### src/hdl/least_work_queue_dispatcher_macros.svh
// assertion macros shared by the least-work queue dispatcher modules
`ifndef LEAST_WORK_QUEUE_DISPATCHER_MACROS_SVH
`define LEAST_WORK_QUEUE_DISPATCHER_MACROS_SVH

`ifndef SYNTHESIS

// property must hold at every clock edge outside reset
`define LWQD_ASSERT(label, clk, rst, prop) \
  label: assert property (@(posedge clk) disable iff (rst) (prop)) \
    else $error("lwqd assertion failed");

// condition must never be true outside reset
`define LWQD_ASSERT_NEVER(label, clk, rst, cond) \
  label: assert property (@(posedge clk) disable iff (rst) !(cond)) \
    else $error("lwqd forbidden condition seen");

`else

`define LWQD_ASSERT(label, clk, rst, prop)
`define LWQD_ASSERT_NEVER(label, clk, rst, cond)

`endif

`endif

### src/hdl/lwqd_pkg.sv
// shared types and constants of the least-work queue dispatcher
package lwqd_pkg;

  // sizing (queue depth must be a power of two)
  localparam int NUM_SERVERS = 4;
  localparam int QUEUE_DEPTH = 16;

  // fixed field widths
  localparam int SRV_FIELD_W = 2;
  localparam int ID_W        = 16;
  localparam int LEN_W       = 8;
  localparam int LOAD_W      = 12;
  localparam int STATUS_W    = 2;
  localparam int ACTIVE_W    = 3;

  // derived widths
  localparam int SRV_W      = (NUM_SERVERS > 1) ? $clog2(NUM_SERVERS) : 1;
  localparam int SRV_CNT_W  = $clog2(NUM_SERVERS + 1);
  localparam int PTR_W      = (QUEUE_DEPTH > 1) ? $clog2(QUEUE_DEPTH) : 1;
  localparam int CNT_W      = $clog2(QUEUE_DEPTH + 1);
  localparam int STORE_DEPTH = NUM_SERVERS * QUEUE_DEPTH;
  localparam int ADDR_W     = SRV_W + PTR_W;
  localparam int JOB_W      = ID_W + LEN_W;

  localparam logic [LOAD_W-1:0]   LOAD_MAX      = '1;
  localparam logic [ACTIVE_W-1:0] ACTIVE_RESET  = ACTIVE_W'(NUM_SERVERS);

  // command queue between front and back
  localparam int CMDQ_DEPTH = 2;
  localparam int CMDQ_PTR_W = 1;
  localparam int CMDQ_CNT_W = 2;

  // action codes
  localparam logic ACT_ADD  = 1'b0;
  localparam logic ACT_TAKE = 1'b1;

  // result status codes
  localparam logic [STATUS_W-1:0] ST_DONE  = 2'd0;
  localparam logic [STATUS_W-1:0] ST_EMPTY = 2'd1;
  localparam logic [STATUS_W-1:0] ST_FULL  = 2'd2;

  typedef struct packed {
    logic                   action;
    logic [ID_W-1:0]        job_id;
    logic [LEN_W-1:0]       job_length;
    logic [SRV_FIELD_W-1:0] server_index;
  } in_item_t;

  typedef struct packed {
    logic [SRV_FIELD_W-1:0] chosen_server;
    logic [ID_W-1:0]        out_job_id;
    logic [LEN_W-1:0]       out_job_length;
    logic [STATUS_W-1:0]    status;
    logic [LOAD_W-1:0]      server_load;
  } out_item_t;

  // classified command handed from front to back
  typedef struct packed {
    logic                   is_take;
    logic [ID_W-1:0]        job_id;
    logic [LEN_W-1:0]       job_length;
    logic [SRV_FIELD_W-1:0] server_index;
  } cmd_t;

  typedef enum logic {
    B_IDLE,
    B_TAKE
  } back_state_t;

endpackage

### src/hdl/lwqd_ram.sv
// generic single-write, single-read ram with registered read data
module lwqd_ram #(
  parameter int WIDTH = 8,
  parameter int DEPTH = 16
) (
  input  logic                     clk,
  input  logic                     we,
  input  logic [$clog2(DEPTH)-1:0] waddr,
  input  logic [WIDTH-1:0]         wdata,
  input  logic                     re,
  input  logic [$clog2(DEPTH)-1:0] raddr,
  output logic [WIDTH-1:0]         rdata
);

  logic [WIDTH-1:0] mem [DEPTH];

  // write port
  always_ff @(posedge clk) begin
    if (we) begin
      mem[waddr] <= wdata;
    end
  end

  // registered read port, holds data between reads
  always_ff @(posedge clk) begin
    if (re) begin
      rdata <= mem[raddr];
    end
  end

endmodule

### src/hdl/lwqd_front.sv
// front end: accepts input transactions, classifies them and queues commands
`include "least_work_queue_dispatcher_macros.svh"

module lwqd_front (
  input  logic              clk,
  input  logic              rst,
  input  logic              in_valid,
  output logic              in_ready,
  input  lwqd_pkg::in_item_t in_data,
  output logic              cmd_valid,
  output lwqd_pkg::cmd_t    cmd,
  input  logic              cmd_pop
);
  import lwqd_pkg::*;

  cmd_t                  q [CMDQ_DEPTH];
  logic [CMDQ_PTR_W-1:0] wr_ptr;
  logic [CMDQ_PTR_W-1:0] rd_ptr;
  logic [CMDQ_CNT_W-1:0] q_cnt;
  logic                  push;
  logic                  pop;
  cmd_t                  cls;

  // classify the incoming item
  always_comb begin
    cls.job_id       = in_data.job_id;
    cls.job_length   = in_data.job_length;
    cls.server_index = in_data.server_index;
    unique case (in_data.action)
      ACT_ADD:  cls.is_take = 1'b0;
      ACT_TAKE: cls.is_take = 1'b1;
      default:  cls.is_take = 1'b0;
    endcase
  end

  assign in_ready  = (q_cnt != CMDQ_CNT_W'(CMDQ_DEPTH));
  assign push      = in_valid && in_ready;
  assign cmd_valid = (q_cnt != '0);
  assign pop       = cmd_pop && cmd_valid;
  assign cmd       = q[rd_ptr];

  // command queue storage
  always_ff @(posedge clk) begin
    if (push) begin
      q[wr_ptr] <= cls;
    end
  end

  // command queue pointers and fill count
  always_ff @(posedge clk) begin
    if (rst) begin
      wr_ptr <= '0;
      rd_ptr <= '0;
      q_cnt  <= '0;
    end else begin
      if (push) begin
        wr_ptr <= wr_ptr + 1'b1;
      end
      if (pop) begin
        rd_ptr <= rd_ptr + 1'b1;
      end
      q_cnt <= q_cnt + CMDQ_CNT_W'(push) - CMDQ_CNT_W'(pop);
    end
  end

  // an accepted transaction always leaves something queued
  `LWQD_ASSERT(a_push_fills, clk, rst, push |=> (q_cnt != '0))
  // the back end only pops a queued command
  `LWQD_ASSERT_NEVER(a_pop_empty, clk, rst, cmd_pop && (q_cnt == '0))

endmodule

### src/hdl/lwqd_back.sv
// back end: per-server fifo bookkeeping, least-load selection and result register
`include "least_work_queue_dispatcher_macros.svh"

module lwqd_back (
  input  logic                           clk,
  input  logic                           rst,
  input  logic                           cfg_valid,
  input  logic [lwqd_pkg::ACTIVE_W-1:0]  cfg_data,
  input  logic                           cmd_valid,
  input  lwqd_pkg::cmd_t                 cmd,
  output logic                           cmd_pop,
  output logic                           out_valid,
  input  logic                           out_ready,
  output lwqd_pkg::out_item_t            out_data
);
  import lwqd_pkg::*;

  back_state_t       state, state_next;
  logic [PTR_W-1:0]  head [NUM_SERVERS];
  logic [PTR_W-1:0]  head_next [NUM_SERVERS];
  logic [CNT_W-1:0]  cnt [NUM_SERVERS];
  logic [CNT_W-1:0]  cnt_next [NUM_SERVERS];
  logic [LOAD_W-1:0] load [NUM_SERVERS];
  logic [LOAD_W-1:0] load_next [NUM_SERVERS];
  logic [ACTIVE_W-1:0] active;
  logic [SRV_W-1:0]  tk_srv, tk_srv_next;
  logic              out_valid_next;
  out_item_t         out_data_next;

  logic              ram_we;
  logic [ADDR_W-1:0] ram_waddr;
  logic [JOB_W-1:0]  ram_wdata;
  logic              ram_re;
  logic [ADDR_W-1:0] ram_raddr;
  logic [JOB_W-1:0]  ram_rdata;

  logic [SRV_CNT_W-1:0] n_eff;
  logic [SRV_W-1:0]     best;
  logic [SRV_W-1:0]     ts;
  logic                 srv_ok;
  logic                 out_free;

  lwqd_ram #(
    .WIDTH (JOB_W),
    .DEPTH (STORE_DEPTH)
  ) u_job_store (
    .clk   (clk),
    .we    (ram_we),
    .waddr (ram_waddr),
    .wdata (ram_wdata),
    .re    (ram_re),
    .raddr (ram_raddr),
    .rdata (ram_rdata)
  );

  // effective number of dispatch servers
  always_comb begin
    if (active == '0) begin
      n_eff = SRV_CNT_W'(1);
    end else if (32'(active) > NUM_SERVERS) begin
      n_eff = SRV_CNT_W'(NUM_SERVERS);
    end else begin
      n_eff = SRV_CNT_W'(active);
    end
  end

  // least load among active servers, ties to lowest index
  always_comb begin
    best = '0;
    for (int i = 1; i < NUM_SERVERS; i++) begin
      if ((i < 32'(n_eff)) && (load[i] < load[best])) begin
        best = SRV_W'(i);
      end
    end
  end

  assign ts       = SRV_W'(cmd.server_index);
  assign srv_ok   = 32'(cmd.server_index) < NUM_SERVERS;
  assign out_free = !out_valid || out_ready;

  // next state, fifo updates and result formation
  always_comb begin
    logic [PTR_W-1:0]  slot;
    logic [LOAD_W:0]   sum;
    logic [LEN_W-1:0]  tlen;
    state_next     = state;
    head_next      = head;
    cnt_next       = cnt;
    load_next      = load;
    tk_srv_next    = tk_srv;
    out_valid_next = out_valid && !out_ready;
    out_data_next  = out_data;
    cmd_pop        = 1'b0;
    ram_we         = 1'b0;
    ram_waddr      = '0;
    ram_wdata      = '0;
    ram_re         = 1'b0;
    ram_raddr      = '0;
    slot           = '0;
    sum            = '0;
    tlen           = '0;
    unique case (state)
      B_IDLE: begin
        if (cmd_valid && out_free) begin
          cmd_pop = 1'b1;
          if (!cmd.is_take) begin
            out_valid_next               = 1'b1;
            out_data_next.chosen_server  = SRV_FIELD_W'(best);
            out_data_next.out_job_id     = cmd.job_id;
            out_data_next.out_job_length = cmd.job_length;
            if (cnt[best] == CNT_W'(QUEUE_DEPTH)) begin
              // queue full, job dropped
              out_data_next.status      = ST_FULL;
              out_data_next.server_load = load[best];
            end else begin
              slot      = head[best] + PTR_W'(cnt[best]);
              ram_we    = 1'b1;
              ram_waddr = {best, slot};
              ram_wdata = {cmd.job_id, cmd.job_length};
              cnt_next[best] = cnt[best] + 1'b1;
              sum = {1'b0, load[best]} + (LOAD_W + 1)'(cmd.job_length);
              load_next[best] = (sum > {1'b0, LOAD_MAX}) ? LOAD_MAX : sum[LOAD_W-1:0];
              out_data_next.status      = ST_DONE;
              out_data_next.server_load = load_next[best];
            end
          end else if (!srv_ok || (cnt[ts] == '0)) begin
            // take from an empty queue
            out_valid_next               = 1'b1;
            out_data_next.chosen_server  = cmd.server_index;
            out_data_next.out_job_id     = '0;
            out_data_next.out_job_length = '0;
            out_data_next.status         = ST_EMPTY;
            out_data_next.server_load    = srv_ok ? load[ts] : '0;
          end else begin
            // pop the front entry, finish when read data returns
            ram_re        = 1'b1;
            ram_raddr     = {ts, head[ts]};
            head_next[ts] = head[ts] + 1'b1;
            cnt_next[ts]  = cnt[ts] - 1'b1;
            tk_srv_next   = ts;
            state_next    = B_TAKE;
          end
        end
      end
      B_TAKE: begin
        if (out_free) begin
          tlen = ram_rdata[LEN_W-1:0];
          load_next[tk_srv] = (load[tk_srv] >= LOAD_W'(tlen)) ?
                              (load[tk_srv] - LOAD_W'(tlen)) : '0;
          out_valid_next               = 1'b1;
          out_data_next.chosen_server  = SRV_FIELD_W'(tk_srv);
          out_data_next.out_job_id     = ram_rdata[JOB_W-1:LEN_W];
          out_data_next.out_job_length = tlen;
          out_data_next.status         = ST_DONE;
          out_data_next.server_load    = load_next[tk_srv];
          state_next                   = B_IDLE;
        end
      end
      default: begin
        state_next = B_IDLE;
      end
    endcase
  end

  // control and bookkeeping registers
  always_ff @(posedge clk) begin
    if (rst) begin
      state     <= B_IDLE;
      out_valid <= 1'b0;
      active    <= ACTIVE_RESET;
      for (int i = 0; i < NUM_SERVERS; i++) begin
        head[i] <= '0;
        cnt[i]  <= '0;
        load[i] <= '0;
      end
    end else begin
      state     <= state_next;
      out_valid <= out_valid_next;
      head      <= head_next;
      cnt       <= cnt_next;
      load      <= load_next;
      if (cfg_valid) begin
        active <= cfg_data;
      end
    end
  end

  // result payload and pending take server
  always_ff @(posedge clk) begin
    out_data <= out_data_next;
    tk_srv   <= tk_srv_next;
  end

  // a full-queue result is only reported while that queue is still full
  `LWQD_ASSERT(a_full_result, clk, rst,
    (out_valid && (out_data.status == ST_FULL)) |->
    (cnt[SRV_W'(out_data.chosen_server)] == CNT_W'(QUEUE_DEPTH)))
  // a pending take keeps its server until it completes
  `LWQD_ASSERT(a_take_holds, clk, rst,
    (state == B_TAKE) |=> ((state == B_IDLE) || $stable(tk_srv)))
  // the job store is never written and read in one cycle
  `LWQD_ASSERT_NEVER(a_ram_one_port, clk, rst, ram_we && ram_re)

endmodule

### src/hdl/least_work_queue_dispatcher.sv
// top level of the least-work queue dispatcher
// Dispatches jobs to per-server fifos (16 entries each) by least queued work among
// the active servers, and pops front jobs on take requests; one result per input
// transaction. The front end queues up to two classified commands. In the back end
// an add completes in B_IDLE (load minimum over the four load registers plus one
// job store write); a take also needs B_TAKE, as job store read data is registered.
// A new command may follow an add without waiting, but none is taken while a take waits
// in B_TAKE or while back-pressure holds the output register. A result passes the
// command queue and, for a take, the job store read register, then out_data.
// The active_servers register is written over the cfg channel, which is always ready,
// and should only be written while the block is idle.
module least_work_queue_dispatcher (
  input  logic                          clk,
  input  logic                          rst,
  input  logic                          in_valid,
  output logic                          in_ready,
  input  lwqd_pkg::in_item_t            in_data,
  output logic                          out_valid,
  input  logic                          out_ready,
  output lwqd_pkg::out_item_t           out_data,
  input  logic                          cfg_valid,
  output logic                          cfg_ready,
  input  logic [lwqd_pkg::ACTIVE_W-1:0] cfg_data
);
  import lwqd_pkg::*;

  logic cmd_valid;
  logic cmd_pop;
  cmd_t cmd;

  assign cfg_ready = 1'b1;

  // accept and classify
  lwqd_front u_front (
    .clk       (clk),
    .rst       (rst),
    .in_valid  (in_valid),
    .in_ready  (in_ready),
    .in_data   (in_data),
    .cmd_valid (cmd_valid),
    .cmd       (cmd),
    .cmd_pop   (cmd_pop)
  );

  // execute against the server fifos
  lwqd_back u_back (
    .clk       (clk),
    .rst       (rst),
    .cfg_valid (cfg_valid),
    .cfg_data  (cfg_data),
    .cmd_valid (cmd_valid),
    .cmd       (cmd),
    .cmd_pop   (cmd_pop),
    .out_valid (out_valid),
    .out_ready (out_ready),
    .out_data  (out_data)
  );

endmodule

### config.mk
export PLATFORM = sky130hd
export DESIGN_NAME = least_work_queue_dispatcher
export DESIGN_NICKNAME = d
export VERILOG_FILES = /design/src/hdl/lwqd_pkg.sv /design/src/hdl/lwqd_ram.sv /design/src/hdl/lwqd_front.sv /design/src/hdl/lwqd_back.sv /design/src/hdl/least_work_queue_dispatcher.sv
export VERILOG_INCLUDE_DIRS = /design/src /design/src/hdl
export SDC_FILE = /design/constraint.sdc
export NUM_CORES = 2
export LEC_CHECK = 0
export ABC_AREA = 1
export BUFFER_PORTS_ARGS = -buffer_cell sky130_fd_sc_hd__buf_2
export CAP_MARGIN = 20
export CORE_ASPECT_RATIO = 1.75
export CORE_MARGIN = 2
export CORE_UTILIZATION = 39
export CTS_CLUSTER_DIAMETER = 200
export DETAILED_ROUTE_END_ITERATION = 10
export GPL_TIMING_DRIVEN = 0
export PLACE_DENSITY = 0.52
export SLEW_MARGIN = 10
export SYNTH_ARGS = -nofsm -noshare
export SYNTH_HDL_FRONTEND = slang
export SYNTH_SLANG_ARGS = --single-unit
### constraint.sdc
create_clock -name clk -period 11.72 [get_ports clk]
set_clock_uncertainty 0.05 [all_clocks]
set_input_delay 1.172 -clock clk [delete_from_list [all_inputs] [get_ports clk]]
set_output_delay 1.172 -clock clk [all_outputs]
set_load 0.05 [all_outputs]
==> impl_metrics.tcl <==
set metrics [dict create \
    cts_tree "built" \
    die_x_um 335 \
    r2r_cells 43 \
    worstSetupPathType "register to register" \
    critical_path_arrival_ns 12.19 \
    worstHoldEndpoint "u_front.rd_ptr" \
    syn_area_per_cell_um2 12.2 \
    worst-r2r-setup-slack_ns 0.01 \
    drv_cap 0 \
    row_count 212 \
    syn_nets 6219 \
    port_buffers 76 \
    hold_path_class "register to register" \
    timing.rr.end "u_back.u_job_store.mem[15][1]" \
    min_period_ns 11.71 \
    slowest_stage "fa_1" \
    synth-edff-count 1656 \
    cp.buffers_inverters 12 \
    area_delta_synth_final_pct 16.7 \
    synth_top_area_share_pct 66.5 \
    reg2reg_from "u_back.load[47]" \
    drtIter0Drc 4863 \
    cts_hold_buf 0 \
    setup_viol 0 \
    max_freq_mhz 85.4 \
    syn_inst 6122 \
    gp_congestion 1.05 \
    io_pins 78 \
    grtUsageMet2_pct 55.2 \
    synthFlopType "edfxtp_1" \
    grt_overflow_total 0 \
    yosys-top-cells-area "edfxtp_1, nand2_1, a21oi_1, dfxtp_1, o22a_1" \
    insertion_delay_ns 0.88 \
    cts_max_path_buffers 4 \
    gr-usage-all-layers_pct 30.9 \
    wl_per_cell_um 33.7 \
    dp_hpwl_mm 232 \
    synth_area_um2 74800 \
    top_usage_layer "met2" \
    firstDrtPassIters 9 \
    layout-drive-gt1-share_pct 13.9 \
    cp_slowest_stage_delay_ns 0.69 \
    die_h_um 583 \
    relSlewSlack_pct 15.8 \
    rsz0062_at_grt "true" \
    setup_ws_ns 0.0102 \
    ys_seq_area_share_pct 69.0 \
    hp-start "u_front.rd_ptr" \
    cts_root_buffer "clkbuf_16" \
    use_met1_pct 29.5 \
    start_util_pct 39.3 \
    wl_mm 308 \
    grt_pass1_wl_mm 417 \
    grt_max_degree 35 \
    clk_pin_slew_worst_paths_ns 0.08 \
    status "completed" \
    yosysTopAreaCell "edfxtp_1" \
    grt_use_met3_pct 4.84 \
    antenna_found_initial 14 \
    numCtsBuffers 171 \
    grt_pass1_vias 53788 \
    yosysWarnings 0 \
    setup_tns_ns 0 \
    critPathRequiredTime_ns 12.20 \
    drc_errors 0 \
    end_kind "register" \
    final_hold_viol_count 0 \
    dieArea_um2 195000 \
    finalHoldWorstSlack_ns 0.405 \
    cp_max_fo 16 \
    worstMarginPinSlew_ns 1.26 \
    placed_area_um2 81000 \
    timing.final.crit_share_pct 99.9 \
    core_um2 190000 \
    dp_slack_ns -2.34 \
    final_area_um2 87200 \
    worst_setup_path_start_kind "register" \
    holdPathStages 1 \
    synth-seq-cells 1750 \
    htreeDepth 4 \
    final_nets 6632 \
    vias_per_cell 5.84 \
    critPathTopFamily "simple AND/OR/NAND/NOR gates" \
    synthArstFlopShare_pct 0 \
    num_vias 53367 \
    ant_nets 0 \
    ys_types 62 \
    cts.sinks 1750 \
    drv_slew 0 \
]
sequential cells by signal, summed over array words and instances (netlist names), named ones only:
name / flops
u_front.q: 54
u_back.cnt: 20
u_back.active: 3
u_front.wr_ptr: 1
u_front.rd_ptr: 1
u_back.head: 16
u_front.q_cnt: 2
u_back.out_data: 40
u_back.state: 1
u_back.tk_srv: 2
u_back.load: 48
u_back.u_job_store.mem: 1536
u_back.out_valid: 1
u_back.u_job_store.rdata: 24
through the flow:
stage               std cells  util (%)
global placement         8659      41.1
global route             9128      45.8
floorplan                6122         -
finish                   9134      45.8
CTS                      9078      45.5
detailed placement       8768      42.5
repair_timing:
action                                   CTS  global route
buffers inserted                           4            29
endpoints found under the setup margin  2298          1595
gates resized for setup                   31            39
gates cloned                               9            10
pin swaps                                 13            22
worst reg2reg max path: cells and delay by family (launching register included):
family	cells	cell delay, ns
fa+ha+maj	5	1.85
flops	1	0.33
buf+inv	12	2.78
simple gates	16	4.07
compound gates	10	2.31
layout make-up:
class                   count  area, um^2
diodes                     13        32.5
plain buffers             444        2120
clock buffers             213        4570
clock inverters            85         822
fillers                 17341      103000
inverters                 214         811
multi-input cells        3732       21200
flip-flops and latches   1750       51600
well taps                2461        3080
repair buffers            222        2940
kinds of logic (layout without fill, tap and decap cells):
logic type	Yosys count	in the layout	synth area share (%)
buf+inv	659	1178	3.90
mux	16	16	0.214
xor+xnor	17	17	0.199
fa+ha+maj	62	62	1.07
other cells	1	14	0.00502
compound gates	1784	1784	15.3
simple gates	1833	1852	10.3
flops	1750	1750	69.0
Yosys cell counts (3+ instances only):
| cell | number |
|---|---|
| o21bai_1 | 4 |
| buf_4 | 26 |
| inv_2 | 17 |
| a221oi_1 | 184 |
| nand2_4 | 7 |
| nand3_2 | 8 |
| o21ai_0 | 184 |
| nand2_2 | 13 |
| nor2_4 | 5 |
| edfxtp_1 | 1656 |
| o21a_1 | 8 |
| o221ai_1 | 23 |
| nor2b_1 | 36 |
| or2_2 | 12 |
| inv_1 | 188 |
| nand2_1 | 1015 |
| buf_2 | 190 |
| o22ai_1 | 230 |
| a21oi_1 | 552 |
| fa_1 | 3 |
| a211oi_1 | 192 |
| a221oi_2 | 11 |
| clkbuf_1 | 199 |
| o22a_1 | 192 |
| buf_1 | 17 |
| o21ai_1 | 169 |
| nand4_1 | 10 |
| mux2i_1 | 16 |
| dfxtp_1 | 94 |
| nand3_1 | 277 |
| a22oi_1 | 11 |
| buf_6 | 13 |
| ha_1 | 59 |
| nor2_1 | 425 |
| nor3_1 | 3 |
| nor2_2 | 10 |
| xor2_1 | 8 |
| xnor2_1 | 9 |
| clkinv_1 | 6 |
| a31oi_1 | 11 |
placed cells by master, fill, tap and decap left out, drive strengths merged, types with 215 or more instances in the layout:
cell       n
edfxtp  1656
nand2   1035
a21oi    554
buf      468
nor2     461
clkbuf   411
o21ai    355
nand3    287
o22ai    230
inv      215
routing by layer:
metal	part of all wire, %	up-vias
met5	0.011	-
met4	12	4
met3	5.3	897
met2	51	2247
met1	31	26442
li1	-	23777
worst max-delay path by stage:
stage / cells past startpoint / endpoint / slack (ns) / startpoint
6_report: 43 / u_back.u_job_store.mem[15][1] / 0.01 / u_back.load[47]
5_1_grt: 43 / u_back.u_job_store.mem[14][23] / -0.04 / u_back.load[47]
4_1_cts: 42 / u_back.u_job_store.mem[59][15] / -0.02 / u_back.load[43]
3_5_place_dp: 44 / u_back.u_job_store.mem[60][2] / -2.34 / u_back.load[43]
3_3_place_gp: 46 / u_back.u_job_store.mem[26][17] / -4.95 / u_back.load[43]
2_1_floorplan: 43 / u_back.u_job_store.mem[45][0] / 3.15 / u_back.load[43]
Power is not shown: default switching activity piles up to over one toggle a cycle in this logic, so the estimate is an artifact.
